--- src/design/rtcep_pkg.sv ---
// ----------------------------------------------------------------------------
// rtcep_pkg
// Shared types, register indexes and calendar helpers for the rtc snapshot
// to epoch seconds pipeline.
// ----------------------------------------------------------------------------
package rtcep_pkg;

  // register indexes on the config port (byte address = 4 * index)
  localparam logic [1:0] REG_CENTURY_PRESENT = 2'd0;
  localparam logic [1:0] REG_BINARY_MODE     = 2'd1;
  localparam logic [1:0] REG_HOUR24_MODE     = 2'd2;
  localparam logic [1:0] REG_BASE_YEAR       = 2'd3;

  localparam logic [13:0] BASE_YEAR_RESET = 14'd2020;
  localparam logic [7:0]  BASE_HUND_RESET = 8'd20;

  // floor(x / 100) == (x * 5243) >> 19 for every x below 2^15
  localparam logic [12:0] DIV100_MUL   = 13'd5243;
  localparam int          DIV100_SHIFT = 19;

  localparam logic [14:0] FIRST_COUNTED_YEAR = 15'd1971;
  localparam logic [14:0] YEAR_BEFORE_EPOCH  = 15'd1969;
  // leap days in years 1 .. 1969
  localparam logic [23:0] LEAPS_TO_1969      = 24'd477;
  localparam logic [8:0]  DAYS_PER_YEAR      = 9'd365;
  localparam logic [16:0] SECS_PER_DAY       = 17'd86400;
  localparam logic [11:0] SECS_PER_HOUR      = 12'd3600;
  localparam logic [5:0]  SECS_PER_MIN       = 6'd60;

  typedef struct packed {
    logic        century_present;
    logic        binary_mode;
    logic        hour24_mode;
    logic [13:0] base_year;
    logic [7:0]  base_hund;   // base_year / 100, kept alongside the register
  } cfg_t;

  typedef struct packed {
    logic [7:0] sec;
    logic [7:0] min;
    logic [7:0] hour;
    logic [7:0] day;
    logic [7:0] mon;
    logic [7:0] yr;
    logic [7:0] cen;
  } raw_t;

  typedef struct packed {
    logic [7:0] sec;
    logic [7:0] min;
    logic [7:0] hour;
    logic [7:0] day;
    logic [7:0] mon;
  } fields_t;

  typedef struct packed {
    fields_t     f;
    logic [14:0] year;
  } year_item_t;

  typedef struct packed {
    fields_t     f;
    logic [14:0] year;
    logic [31:0] total_days;
    logic [19:0] tod;
  } day_item_t;

  // plain bcd decode, bad nibbles are converted arithmetically
  function automatic logic [7:0] bcd_to_bin(input logic [7:0] b);
    return 8'(b[3:0]) + 8'(b[7:4]) * 8'd10;
  endfunction

  // hour bcd decode: tens digit from bits 6..4, pm flag passes through
  function automatic logic [7:0] bcd_hour(input logic [7:0] b);
    logic [6:0] v;
    v = 7'(b[3:0]) + 7'(b[6:4]) * 7'd10;
    return {b[7], v};
  endfunction

  // remainder by 24 for values below 192
  function automatic logic [7:0] mod24(input logic [7:0] v);
    logic [7:0] r;
    r = v;
    if (r >= 8'd96) r = r - 8'd96;
    if (r >= 8'd48) r = r - 8'd48;
    if (r >= 8'd24) r = r - 8'd24;
    return r;
  endfunction

  // days in the completed months before month m, zero outside 2..12
  function automatic logic [8:0] days_before(input logic [7:0] m);
    logic [8:0] d;
    case (m)
      8'd2:    d = 9'd31;
      8'd3:    d = 9'd59;
      8'd4:    d = 9'd90;
      8'd5:    d = 9'd120;
      8'd6:    d = 9'd151;
      8'd7:    d = 9'd181;
      8'd8:    d = 9'd212;
      8'd9:    d = 9'd243;
      8'd10:   d = 9'd273;
      8'd11:   d = 9'd304;
      8'd12:   d = 9'd334;
      default: d = 9'd0;
    endcase
    return d;
  endfunction

endpackage

--- src/design/cmos_rtc_to_epoch_seconds_unit.sv ---
// ----------------------------------------------------------------------------
// cmos_rtc_to_epoch_seconds_unit
// Decodes one snapshot of raw rtc bytes into calendar fields and seconds
// since 1970-01-01 00:00, modulo 2^32.
// ----------------------------------------------------------------------------
// usage
//   request channel snap_valid / snap_stall carries the seven raw bytes;
//   result channel res_valid / res_stall returns the decoded fields,
//   full_year and epoch_seconds; the apb-style config port holds
//   century_present, binary_mode, hour24_mode, base_year at 0, 4, 8, 12
// pipeline and throughput
//   six register stages: bcd decode, year, year quotients, day count,
//   day multiply, final add; one request is taken every cycle unless
//   res_stall holds back a full pipe
// reset and stalls
//   rst clears all stage valid bits and loads base_year 2020 with base_hund 20, mode bits 0;
//   a held result keeps its value while res_stall is high, bubbles in front
//   of it still fill, and snap_stall rises only once every stage is full
// ----------------------------------------------------------------------------
module cmos_rtc_to_epoch_seconds_unit (
  input  logic        clk,
  input  logic        rst,
  // config port
  input  logic        psel,
  input  logic        penable,
  input  logic        pwrite,
  input  logic [3:0]  paddr,
  input  logic [31:0] pwdata,
  output logic [31:0] prdata,
  output logic        pready,
  // request channel
  input  logic        snap_valid,
  output logic        snap_stall,
  input  logic [7:0]  raw_second,
  input  logic [7:0]  raw_minute,
  input  logic [7:0]  raw_hour,
  input  logic [7:0]  raw_day,
  input  logic [7:0]  raw_month,
  input  logic [7:0]  raw_year,
  input  logic [7:0]  raw_century,
  // result channel
  output logic        res_valid,
  input  logic        res_stall,
  output logic [7:0]  second_out,
  output logic [7:0]  minute_out,
  output logic [7:0]  hour_out,
  output logic [7:0]  day_out,
  output logic [7:0]  month_out,
  output logic [14:0] full_year,
  output logic [31:0] epoch_seconds
);

  rtcep_pkg::cfg_t        cfg;
  rtcep_pkg::raw_t        raw;
  rtcep_pkg::year_item_t  year_item;
  rtcep_pkg::day_item_t   day_item;
  rtcep_pkg::fields_t     res_fields;
  logic                   year_valid;
  logic                   year_stall;
  logic                   day_valid;
  logic                   day_stall;

  // gather the raw bytes of one request
  assign raw.sec  = raw_second;
  assign raw.min  = raw_minute;
  assign raw.hour = raw_hour;
  assign raw.day  = raw_day;
  assign raw.mon  = raw_month;
  assign raw.yr   = raw_year;
  assign raw.cen  = raw_century;

  rtcep_regs u_regs (
    .clk     (clk),
    .rst     (rst),
    .psel    (psel),
    .penable (penable),
    .pwrite  (pwrite),
    .paddr   (paddr),
    .pwdata  (pwdata),
    .prdata  (prdata),
    .pready  (pready),
    .cfg     (cfg)
  );

  // stages 1-2: decode bytes, build full year
  rtcep_decode u_decode (
    .clk       (clk),
    .rst       (rst),
    .cfg       (cfg),
    .in_valid  (snap_valid),
    .in_stall  (snap_stall),
    .in_data   (raw),
    .out_valid (year_valid),
    .out_stall (year_stall),
    .out_data  (year_item)
  );

  // stages 3-4: days since 1970 and time of day
  rtcep_calendar u_calendar (
    .clk       (clk),
    .rst       (rst),
    .in_valid  (year_valid),
    .in_stall  (year_stall),
    .in_data   (year_item),
    .out_valid (day_valid),
    .out_stall (day_stall),
    .out_data  (day_item)
  );

  // stages 5-6: scale days to seconds, add time of day
  rtcep_epoch u_epoch (
    .clk        (clk),
    .rst        (rst),
    .in_valid   (day_valid),
    .in_stall   (day_stall),
    .in_data    (day_item),
    .out_valid  (res_valid),
    .out_stall  (res_stall),
    .out_fields (res_fields),
    .out_year   (full_year),
    .out_epoch  (epoch_seconds)
  );

  assign second_out = res_fields.sec;
  assign minute_out = res_fields.min;
  assign hour_out   = res_fields.hour;
  assign day_out    = res_fields.day;
  assign month_out  = res_fields.mon;

  // the cached quotient must always match the base_year register
  a_base_hund: assert property (@(posedge clk) disable iff (rst)
    (15'(cfg.base_hund) * 15'd100 <= 15'(cfg.base_year)) &&
    (15'(cfg.base_year) < 15'(cfg.base_hund) * 15'd100 + 15'd100))
    else $error("base_year quotient out of step with register");

  // requests are held back only when the whole pipe is full and blocked
  a_stall_src: assert property (@(posedge clk) disable iff (rst)
    snap_stall |-> (res_valid && res_stall && day_valid && year_valid))
    else $error("request stalled while the pipeline has room");

  // the built year never exceeds 25755, the largest that the century and year bytes can give
  a_year_range: assert property (@(posedge clk) disable iff (rst)
    res_valid |-> (full_year <= 15'd25755))
    else $error("full year out of range");

endmodule

--- src/design/rtcep_regs.sv ---
// ----------------------------------------------------------------------------
// rtcep_regs
// Config register file behind the apb-style port, with base_year / 100
// worked out once at write time.
// ----------------------------------------------------------------------------
module rtcep_regs (
  input  logic                clk,
  input  logic                rst,
  input  logic                psel,
  input  logic                penable,
  input  logic                pwrite,
  input  logic [3:0]          paddr,
  input  logic [31:0]         pwdata,
  output logic [31:0]         prdata,
  output logic                pready,
  output rtcep_pkg::cfg_t     cfg
);

  logic        wr;
  logic [1:0]  idx;
  logic [26:0] hund_prod;

  assign pready    = 1'b1;
  assign wr        = psel && penable && pwrite;
  assign idx       = paddr[3:2];
  assign hund_prod = 27'(pwdata[13:0]) * 27'(rtcep_pkg::DIV100_MUL);

  always_ff @(posedge clk) begin
    if (rst) begin
      cfg.century_present <= 1'b0;
      cfg.binary_mode     <= 1'b0;
      cfg.hour24_mode     <= 1'b0;
      cfg.base_year       <= rtcep_pkg::BASE_YEAR_RESET;
      cfg.base_hund       <= rtcep_pkg::BASE_HUND_RESET;
    end else if (wr) begin
      case (idx)
        rtcep_pkg::REG_CENTURY_PRESENT: cfg.century_present <= pwdata[0];
        rtcep_pkg::REG_BINARY_MODE:     cfg.binary_mode     <= pwdata[0];
        rtcep_pkg::REG_HOUR24_MODE:     cfg.hour24_mode     <= pwdata[0];
        rtcep_pkg::REG_BASE_YEAR: begin
          cfg.base_year <= pwdata[13:0];
          cfg.base_hund <= hund_prod[26:rtcep_pkg::DIV100_SHIFT];
        end
        default: ;
      endcase
    end
  end

  always_comb begin
    case (idx)
      rtcep_pkg::REG_CENTURY_PRESENT: prdata = {31'd0, cfg.century_present};
      rtcep_pkg::REG_BINARY_MODE:     prdata = {31'd0, cfg.binary_mode};
      rtcep_pkg::REG_HOUR24_MODE:     prdata = {31'd0, cfg.hour24_mode};
      rtcep_pkg::REG_BASE_YEAR:       prdata = {18'd0, cfg.base_year};
      default:                        prdata = 32'd0;
    endcase
  end

endmodule

--- src/design/rtcep_decode.sv ---
// ----------------------------------------------------------------------------
// rtcep_decode
// Stages 1 and 2: bcd or binary decode with the pm fix-up, then the full year.
// ----------------------------------------------------------------------------
module rtcep_decode (
  input  logic                   clk,
  input  logic                   rst,
  input  rtcep_pkg::cfg_t        cfg,
  input  logic                   in_valid,
  output logic                   in_stall,
  input  rtcep_pkg::raw_t        in_data,
  output logic                   out_valid,
  input  logic                   out_stall,
  output rtcep_pkg::year_item_t  out_data
);

  logic                 v1;
  logic                 ready1;
  logic                 ready2;
  rtcep_pkg::fields_t   f1;
  logic [7:0]           yr1;
  logic [7:0]           cen1;
  rtcep_pkg::fields_t   f_dec;
  logic [7:0]           yr_dec;
  logic [7:0]           cen_dec;
  logic [7:0]           hour_dec;
  logic [14:0]          year_cen;
  logic [14:0]          year_win;
  logic [14:0]          year_sel;

  assign ready2   = !out_valid || !out_stall;
  assign ready1   = !v1 || ready2;
  assign in_stall = !ready1;

  // stage 1 logic
  always_comb begin
    if (cfg.binary_mode) begin
      f_dec.sec = in_data.sec;
      f_dec.min = in_data.min;
      hour_dec  = in_data.hour;
      f_dec.day = in_data.day;
      f_dec.mon = in_data.mon;
      yr_dec    = in_data.yr;
      cen_dec   = in_data.cen;
    end else begin
      f_dec.sec = rtcep_pkg::bcd_to_bin(in_data.sec);
      f_dec.min = rtcep_pkg::bcd_to_bin(in_data.min);
      hour_dec  = rtcep_pkg::bcd_hour(in_data.hour);
      f_dec.day = rtcep_pkg::bcd_to_bin(in_data.day);
      f_dec.mon = rtcep_pkg::bcd_to_bin(in_data.mon);
      yr_dec    = rtcep_pkg::bcd_to_bin(in_data.yr);
      cen_dec   = rtcep_pkg::bcd_to_bin(in_data.cen);
    end
    if (!cfg.hour24_mode && hour_dec[7]) begin
      f_dec.hour = rtcep_pkg::mod24(8'(hour_dec[6:0]) + 8'd12);
    end else begin
      f_dec.hour = hour_dec;
    end
  end

  // stage 2 logic
  always_comb begin
    year_cen = 15'(yr1) + 15'(cen1) * 15'd100;
    year_win = 15'(yr1) + 15'(cfg.base_hund) * 15'd100;
    if (year_win < 15'(cfg.base_year)) begin
      year_win = year_win + 15'd100;
    end
    year_sel = cfg.century_present ? year_cen : year_win;
  end

  always_ff @(posedge clk) begin
    if (rst) begin
      v1        <= 1'b0;
      out_valid <= 1'b0;
    end else begin
      if (ready1) v1        <= in_valid;
      if (ready2) out_valid <= v1;
    end
  end

  always_ff @(posedge clk) begin
    if (ready1 && in_valid) begin
      f1   <= f_dec;
      yr1  <= yr_dec;
      cen1 <= cen_dec;
    end
    if (ready2 && v1) begin
      out_data.f    <= f1;
      out_data.year <= year_sel;
    end
  end

endmodule

--- src/design/rtcep_calendar.sv ---
// ----------------------------------------------------------------------------
// rtcep_calendar
// Stages 3 and 4: year quotients and time of day, then the day count.
// ----------------------------------------------------------------------------
module rtcep_calendar (
  input  logic                   clk,
  input  logic                   rst,
  input  logic                   in_valid,
  output logic                   in_stall,
  input  rtcep_pkg::year_item_t  in_data,
  output logic                   out_valid,
  input  logic                   out_stall,
  output rtcep_pkg::day_item_t   out_data
);

  logic                 v3;
  logic                 ready3;
  logic                 ready4;

  // stage 3 registers
  rtcep_pkg::fields_t   f3;
  logic [14:0]          year3;
  logic [14:0]          last3;
  logic [8:0]           qlast3;
  logic [8:0]           qyear3;
  logic [23:0]          y365_3;
  logic                 pre3;
  logic [8:0]           mdays3;
  logic                 mlate3;
  logic [19:0]          tod3;

  logic [14:0]          last_c;
  logic [27:0]          qlast_prod;
  logic [27:0]          qyear_prod;
  logic [14:0]          span_c;
  logic [19:0]          tod_c;

  logic [14:0]          cent_c;
  logic                 leap_c;
  logic [23:0]          ydays_c;
  logic [31:0]          total_c;

  assign ready4   = !out_valid || !out_stall;
  assign ready3   = !v3 || ready4;
  assign in_stall = !ready3;

  // stage 3 logic
  always_comb begin
    last_c     = in_data.year - 15'd1;
    qlast_prod = 28'(last_c) * 28'(rtcep_pkg::DIV100_MUL);
    qyear_prod = 28'(in_data.year) * 28'(rtcep_pkg::DIV100_MUL);
    span_c     = last_c - rtcep_pkg::YEAR_BEFORE_EPOCH;
    tod_c      = 20'(in_data.f.hour) * 20'(rtcep_pkg::SECS_PER_HOUR)
               + 20'(in_data.f.min) * 20'(rtcep_pkg::SECS_PER_MIN)
               + 20'(in_data.f.sec);
  end

  // stage 4 logic
  always_comb begin
    cent_c  = 15'(qyear3) * 15'd100;
    leap_c  = (year3[1:0] == 2'd0) && ((year3 != cent_c) || (qyear3[1:0] == 2'd0));
    // 365 per year plus leap days in 1970 .. last
    ydays_c = y365_3 + 24'(last3[14:2]) - 24'(qlast3) + 24'(qlast3[8:2])
            - rtcep_pkg::LEAPS_TO_1969;
    if (pre3) ydays_c = 24'd0;
    total_c = 32'(ydays_c) + 32'(mdays3) + 32'(mlate3 && leap_c)
            + 32'(f3.day) - 32'd1;
  end

  always_ff @(posedge clk) begin
    if (rst) begin
      v3        <= 1'b0;
      out_valid <= 1'b0;
    end else begin
      if (ready3) v3        <= in_valid;
      if (ready4) out_valid <= v3;
    end
  end

  always_ff @(posedge clk) begin
    if (ready3 && in_valid) begin
      f3     <= in_data.f;
      year3  <= in_data.year;
      last3  <= last_c;
      qlast3 <= qlast_prod[27:rtcep_pkg::DIV100_SHIFT];
      qyear3 <= qyear_prod[27:rtcep_pkg::DIV100_SHIFT];
      y365_3 <= 24'(span_c) * 24'(rtcep_pkg::DAYS_PER_YEAR);
      pre3   <= in_data.year < rtcep_pkg::FIRST_COUNTED_YEAR;
      mdays3 <= rtcep_pkg::days_before(in_data.f.mon);
      mlate3 <= (in_data.f.mon >= 8'd3) && (in_data.f.mon <= 8'd12);
      tod3   <= tod_c;
    end
    if (ready4 && v3) begin
      out_data.f          <= f3;
      out_data.year       <= year3;
      out_data.total_days <= total_c;
      out_data.tod        <= tod3;
    end
  end

endmodule

--- src/design/rtcep_epoch.sv ---
// ----------------------------------------------------------------------------
// rtcep_epoch
// Stages 5 and 6: days times 86400, then add the time of day.
// ----------------------------------------------------------------------------
module rtcep_epoch (
  input  logic                   clk,
  input  logic                   rst,
  input  logic                   in_valid,
  output logic                   in_stall,
  input  rtcep_pkg::day_item_t   in_data,
  output logic                   out_valid,
  input  logic                   out_stall,
  output rtcep_pkg::fields_t     out_fields,
  output logic [14:0]            out_year,
  output logic [31:0]            out_epoch
);

  logic                 v5;
  logic                 ready5;
  logic                 ready6;
  rtcep_pkg::fields_t   f5;
  logic [14:0]          year5;
  logic [31:0]          prod5;
  logic [19:0]          tod5;
  logic [48:0]          prod_c;

  assign ready6   = !out_valid || !out_stall;
  assign ready5   = !v5 || ready6;
  assign in_stall = !ready5;

  // low 32 bits give the wrap modulo 2^32
  assign prod_c = 49'(in_data.total_days) * 49'(rtcep_pkg::SECS_PER_DAY);

  always_ff @(posedge clk) begin
    if (rst) begin
      v5        <= 1'b0;
      out_valid <= 1'b0;
    end else begin
      if (ready5) v5        <= in_valid;
      if (ready6) out_valid <= v5;
    end
  end

  always_ff @(posedge clk) begin
    if (ready5 && in_valid) begin
      f5    <= in_data.f;
      year5 <= in_data.year;
      prod5 <= prod_c[31:0];
      tod5  <= in_data.tod;
    end
    if (ready6 && v5) begin
      out_fields <= f5;
      out_year   <= year5;
      out_epoch  <= prod5 + 32'(tod5);
    end
  end

endmodule
--- config.mk ---
export PLATFORM = sky130hd
export DESIGN_NAME = cmos_rtc_to_epoch_seconds_unit
export DESIGN_NICKNAME = d
export VERILOG_FILES = /design/src/design/rtcep_pkg.sv /design/src/design/cmos_rtc_to_epoch_seconds_unit.sv /design/src/design/rtcep_regs.sv /design/src/design/rtcep_decode.sv /design/src/design/rtcep_calendar.sv /design/src/design/rtcep_epoch.sv
export SDC_FILE = /design/constraint.sdc
export NUM_CORES = 2
export LEC_CHECK = 0
export ABC_AREA = 1
export BUFFER_PORTS_ARGS = -buffer_cell sky130_fd_sc_hd__buf_4
export CAP_MARGIN = 20
export CORE_UTILIZATION = 59
export CTS_BUF_LIST = sky130_fd_sc_hd__clkbuf_8
export DETAILED_ROUTE_END_ITERATION = 8
export GPL_TIMING_DRIVEN = 0
export PLACE_DENSITY = 0.76
export SLEW_MARGIN = 15
export SYNTH_ARGS = -nofsm -noshare
export SYNTH_HDL_FRONTEND = slang
export SYNTH_SLANG_ARGS = --single-unit
--- constraint.sdc ---
create_clock -name clk -period 7.11 [get_ports clk]
set_clock_uncertainty 0.2 [all_clocks]
set_input_delay 0.3555 -clock clk [delete_from_list [all_inputs] [get_ports clk]]
set_output_delay 0.3555 -clock clk [all_outputs]
set_load 0.02 [all_outputs]
## Word level (Yosys, flattened, before mapping)

Memories as Yosys holds them, arrays and structs flattened. A register that Yosys moved wholly into a read port is not among the register bits.
Index checks and enable logic that the tools add are counted.

| word-level totals | value |
|---|---|
| register bits after elaboration | 570 |
| bits in read-only memories | 144 |
| memories kept | 1 |

| operators by class | value |
|---|---|
| add/subtract/negate cells | 27 |
| $mul | 17 |
| $lt $le $gt $ge | 7 |
| equal/unequal tests | 4 |
| multiplexer cells | 15 |
| reductions and logical operators | 37 |

Memories:

| name | words | width | read ports | clocked after memory_dff | wr ports | line | text |
|---|---|---|---|---|---|---|---|
| (name not given) | 16 | 9 | 1 | 1 | 0 | rtcep_pkg.sv:93 | `case (m)` |

Operators by type and width:

| kind | count |
|---|---|
| one-hot mux 32 bit (4 select lines) | 1 |
| two-way mux 8 bit | 8 |
| multiplier 15 x 13 -> 28 bit (second input constant) | 2 |
| adder 4 x 8 -> 8 bit | 6 |
| multiplier 4 x 3 -> 7 bit (second input constant) | 6 |
| adder 32 x 1 -> 32 bit | 1 |
| adder 32 x 20 -> 32 bit | 1 |
| adder 32 x 8 -> 32 bit | 1 |
| multiplier 32 x 10 -> 25 bit (second input constant) | 1 |
| two-way mux 16 bit | 2 |
| subtractor 32 x 1 -> 32 bit (second input constant) | 1 |
| adder 8 x 15 -> 15 bit | 2 |
| two-way mux 15 bit | 2 |
| multiplier 14 x 13 -> 27 bit (second input constant) | 1 |
| multiplier 8 x 5 -> 13 bit (second input constant) | 2 |
| adder 24 x 9 -> 25 bit | 1 |
| adder 24 x 13 -> 24 bit | 1 |
| adder 24 x 7 -> 24 bit | 1 |
| multiplier 15 x 9 -> 24 bit (second input constant) | 1 |
| two-way mux 24 bit | 1 |
| subtractor 24 x 9 -> 24 bit | 1 |
| subtractor 24 x 9 -> 24 bit (second input constant) | 1 |
| adder 20 x 14 -> 20 bit | 1 |
| adder 20 x 8 -> 20 bit | 1 |
| other kinds (29) | 61 |

## Longest topological paths before layout

| depth | value |
|---|---|
| depth after elaboration | 13 |
| depth in mapped cells | 40 |

## Modules after synthesis

A second synthesis with hierarchy kept.

| second synthesis, totals | value |
|---|---|
| cells, all modules | 5421 |
| area total of the unflattened synthesis | 51453.1 µm² |

By module, submodules not included:

| module | times used | cells an instance | area an instance (µm²) |
|---|---|---|---|
| rtcep_calendar | 1 | 2939 | 27342.5 |
| rtcep_epoch | 1 | 879 | 10138.5 |
| rtcep_decode | 1 | 990 | 9095.0 |
| rtcep_regs | 1 | 613 | 4877.2 |

## Least setup slack after synthesis

Ideal clock, no wire load.

| timing | value |
|---|---|
| path kind | reg-to-reg |
| from | register u_epoch.out_valid |
| to | register u_calendar.f3[0] (netlist bit), enable pin |
| setup time | 640 ps |
| data arrival time | 6502 ps |
| required time | 6270 ps |
| setup slack | -232 ps |
| cell stages (with the launch flop) | 8 |
| cells stage by stage | dfxtp_1 > nand2_1 > nor2_1 > inv_1 > nor2_1 > inv_1 > nor2_1 > nor2_1 |

| on the way | value |
|---|---|
| cells in the longest elaborated chain, start to end | 6 |

Ends and longest elaborated chain:

| what | line | text |
|---|---|---|
| start, declared | rtcep_epoch.sv:11 | `output logic out_valid,` |
| start signal, assigned | rtcep_epoch.sv:40 | `if (ready6) out_valid <= v5;` |
| logical NOT 1 bit | rtcep_epoch.sv:27 | `assign ready6 = !out_valid \|\| !out_stall;` |
| logical OR 1 bit | rtcep_epoch.sv:27 |  |
| logical OR 1 bit | rtcep_epoch.sv:28 | `assign ready5 = !v5 \|\| ready6;` |
| logical OR 1 bit | rtcep_calendar.sv:43 | `assign ready4 = !out_valid \|\| !out_stall;` |
| logical OR 1 bit | rtcep_calendar.sv:44 | `assign ready3 = !v3 \|\| ready4;` |
| logical AND 1 bit | rtcep_calendar.sv:81 | `if (ready3 && in_valid) begin` |
| end signal, assigned | rtcep_calendar.sv:82 | `f3 <= in_data.f;` |
| end, declared | rtcep_calendar.sv:21 | `rtcep_pkg::fields_t f3;` |

No other way between the ends.
A chain may end at the register's enable or synchronous reset.

## Worst setup path in the final report

| timing | value |
|---|---|
| from | register u_decode.out_data[3] (netlist bit) |
| to | register u_calendar.qlast3[8] (data pin) |

| on the way | value |
|---|---|
| cells in the longest elaborated chain, start to end | 2 |

Ends and longest elaborated chain:

| what | line | text |
|---|---|---|
| start, declared | rtcep_decode.sv:14 | `output rtcep_pkg::year_item_t out_data` |
| subtractor 15 x 1 -> 15 bit | rtcep_calendar.sv:49 | `last_c = in_data.year - 15'd1;` |
| named net u_calendar.last_c[14] | rtcep_calendar.sv:32 | `logic [14:0] last_c;` |
| multiplier 15 x 13 -> 28 bit | rtcep_calendar.sv:50 | `qlast_prod = 28'(last_c) * 28'(rtcep_pkg::DIV100_MUL);` |
| named net u_calendar.qlast_prod[27] | rtcep_calendar.sv:33 | `logic [27:0] qlast_prod;` |
| end signal, assigned | rtcep_calendar.sv:85 | `qlast3 <= qlast_prod[27:rtcep_pkg::DIV100_SHIFT];` |
| end, declared | rtcep_calendar.sv:24 | `logic [8:0] qlast3;` |

The timed path passes the listed nets, and every way through them passes these cells.

==> impl_metrics.yaml <==
run_status:
  status: "complete, no violations"
timing:
  period_needed_ns: 6.93
  setup_violations: 0
  hold_violations: 0
  slew-limit-headroom_pct: 46.7
  period_share_pct: 97.5
  fmax_mhz: 144
  rsz0062_at_grt: "true"
  worst_pin_slew_ns: 0.799
  final-max-slew-violation-count: 0
clocking:
  insertion_delay_ns: 0.73
  numCtsBuffers: 97
  clockBufferDepth: 3
  clock-sinks: 561
  cts.clk_slew.worst_paths_ns: 0.06
  cts-root-buf: "clkbuf_8"
  cts_tree: "yes"
  h-tree-depth: 3
setup_path:
  reg2reg_to: "u_calendar.qlast3[8]$_DFFE_PP_"
  slowest_delay_ns: 0.57
  cp_data_required_time_ns: 7.35
  startpoint: "u_decode.out_data[3]$_DFFE_PP_"
  path_class: "reg2reg"
  ff2ff_setup_slack_ns: 0.18
  cp_max_fo: 5
  worst_setup_path_start_kind: "flip-flop"
  end_kind: "flip-flop"
  critPathCapture: "u_calendar.qlast3[8]$_DFFE_PP_"
  cp_slowest_cell: "fa_1"
  reg2reg_from: "u_decode.out_data[3]$_DFFE_PP_"
  ff2ff_path_depth: 25
  crit_path_frequent_cell: "nand2_1"
  worst_ep_arrival_time_ns: 7.17
layout:
  area_growth_syn_to_layout_pct: 13.8
  drive_gt1_share_pct: 10.1
  fin_nets: 6541
  regArea_sq_um: 16500
  final_cells: 6418
  mostFrequentLayoutCells: "1,085 x inv_1, 798 x ha_1, 620 x nand2_1"
  nFillCells: 5979
  fin_area_sq_um: 55300
  layout_commonest_cell: "inv_1"
  multiInputGateArea_sq_um: 28100
yosys:
  syn_inst: 4820
  synth_seq_area_share_pct: 34.0
  yosysWarnings: 0
  yosys.area.top_type: "edfxtp_1"
  synthFlopType: "edfxtp_1"
  synth_top_cells_by_area: "edfxtp_1 33%, ha_1 21%, fa_1 15%"
  synth-edff-count: 530
  synth_top_area_share_pct: 32.7
  synthesis.area_sq_um: 48600
  synthArstFlopShare_pct: 0
  netlist-cell-type-count: 62
  syn-mean-instance-area_sq_um: 10.1
  synth-seq-cells: 561
routing:
  drt_iter0_markers: 1927
  wl_mm: 109
  post-route-drc-count: 0
  first_pass_iters: 5
  drtAntennaViolNets: 0
  wl_per_cell_um: 16.9
  vias_per_cell: 5.31
  vias: 34060
run:
  drv_cap: 0
die:
  start_util_pct: 60.0
  die_y_um: 289
  rows: 104
  core_area_sq_um: 81100
  dieArea_sq_um: 83600
  die_w_um: 289
  io_pins: 221
placement:
  dp_hpwl_mm: 84.6
  place_area_sq_um: 51800
  placed_cells: 6092
  io_buffer_count: 181
  gp_congestion: 0.935
grt:
  grt_max_degree: 64
  gr-total-overflow: 0
  grt_use_total_pct: 26.5
  grt_pass1_wl_mm: 175
  grt_pass1_vias: 34932
  antenna_found_initial: 8
hold_path:
  hold_class: "in2reg"
[cell families after synthesis]
logic type | Yosys count | share of synthesized area (%)
muxes | 1 | 0.0206
buffers and inverters | 1141 | 9.02
AOI/OAI and AO/OA | 548 | 6.31
adders and majority gates | 1170 | 35.8
other | 2 | 0.0154
and+or+nand+nor | 1135 | 10.1
DFF | 561 | 34.0
xor gates and xnor gates | 262 | 4.75
[critical path: cells and delay by family, from the launching register on]
family                     cells  cell delay, ns
buffers and inverters          3            0.56
AOI/OAI and AO/OA              2            0.29
DFF                            1            0.49
adders and majority gates      7            3.04
and+or+nand+nor               11            1.67
xor gates and xnor gates       2            0.38
[repair_timing]
action,4_1_cts,5_1_grt
hold buffers,87,0
pin swaps,2,17
hold endpoints to repair,116,0
resized for setup,18,46
buffers inserted,21,33
endpoints found under the setup margin,22,24
[per-stage QoR]
step,hold slack [ns],worst slack (ns),utilization [%],setup TNS [ns]
after global routing,0.111,-0.0377,68.3,-0.172
after global placement,0.201,-1.58,63.4,-271.92
after CTS,0.0418,0.00345,67.7,0
after floorplan,0.200,0.307,-,0
final,0.125,0.177,68.3,0
after detailed placement,0.205,-0.945,63.8,-12.86
[routing by layer]
layer  vias up  GRT usage, %  wire length, um
met5         -             0               35
li1      16618             -                -
met2       962          44.9            51800
met1     16197          34.2            46600
met4         6          10.1             4270
met3       277          4.28             6020
[synth_stat cells, drive strengths merged (2+ instances only)]
| master | number |
|---|---|
| buf | 29 |
| ha | 802 |
| nor2 | 211 |
| conb | 2 |
| o21ai | 166 |
| nand3 | 163 |
| fa | 368 |
| a211oi | 10 |
| nand3b | 10 |
| clkbuf | 16 |
| a21o | 11 |
| a211o | 4 |
| o31ai | 4 |
| xor2 | 178 |
| clkinv | 4 |
| a221oi | 3 |
| o21a | 8 |
| inv | 1092 |
| nand4 | 39 |
| or2 | 14 |
| nor3 | 42 |
| o22ai | 2 |
| a31oi | 10 |
| o221ai | 6 |
| edfxtp | 530 |
| o21bai | 18 |
| xnor2 | 84 |
| nand2 | 639 |
| o221a | 3 |
| a21oi | 271 |
| nor4 | 10 |
| and3 | 2 |
| a21boi | 6 |
| dfxtp | 31 |
| and2 | 3 |
| a31o | 3 |
| o211ai | 19 |
[final cells by class]
type	instances	area share, %
repair buffers	336	5.35
multi-input cells	3135	50.8
plain buffers	45	0.493
diodes	5	0.0226
clock inverters	83	1.14
clock buffers	97	2.41
inverters	1096	7.48
flip-flops and latches	561	29.9
well taps	1060	2.40
[sequential cells by signal (all words and copies together) (netlist names), 15 cells and up]
| register | cells |
|---|---|
| u_calendar.out_data | 98 |
| u_decode.out_data | 55 |
| u_decode.f1 | 40 |
| u_epoch.f5 | 40 |
| u_calendar.f3 | 38 |
| u_epoch.out_fields | 38 |
| u_epoch.out_epoch | 32 |
| u_epoch.prod5 | 25 |
| u_regs.cfg | 25 |
| u_calendar.y365_3 | 24 |
| u_calendar.tod3 | 20 |
| u_epoch.tod5 | 18 |
| u_epoch.out_year | 15 |
| u_epoch.year5 | 15 |
[worst min path at each step]
stage	from	endpoint	slack, ns	cells after the start
floorplan	u_decode.out_data[25]$_DFFE_PP_	u_calendar.f3[10]$_DFFE_PP_	0.20	0
global placement	u_calendar.out_data[8]$_DFFE_PP_	u_epoch.tod5[8]$_DFFE_PP_	0.20	0
detailed placement	u_decode.out_data[25]$_DFFE_PP_	u_calendar.f3[10]$_DFFE_PP_	0.20	0
CTS	penable	u_regs.cfg[24]$_SDFFE_PP0P_	0.04	5
global route	penable	u_regs.cfg[24]$_SDFFE_PP0P_	0.11	5
finish	penable	u_regs.cfg[23]$_SDFFE_PP0P_	0.12	5
Power is not shown: default switching activity piles up to over one toggle a cycle in this logic, so the estimate is an artifact.
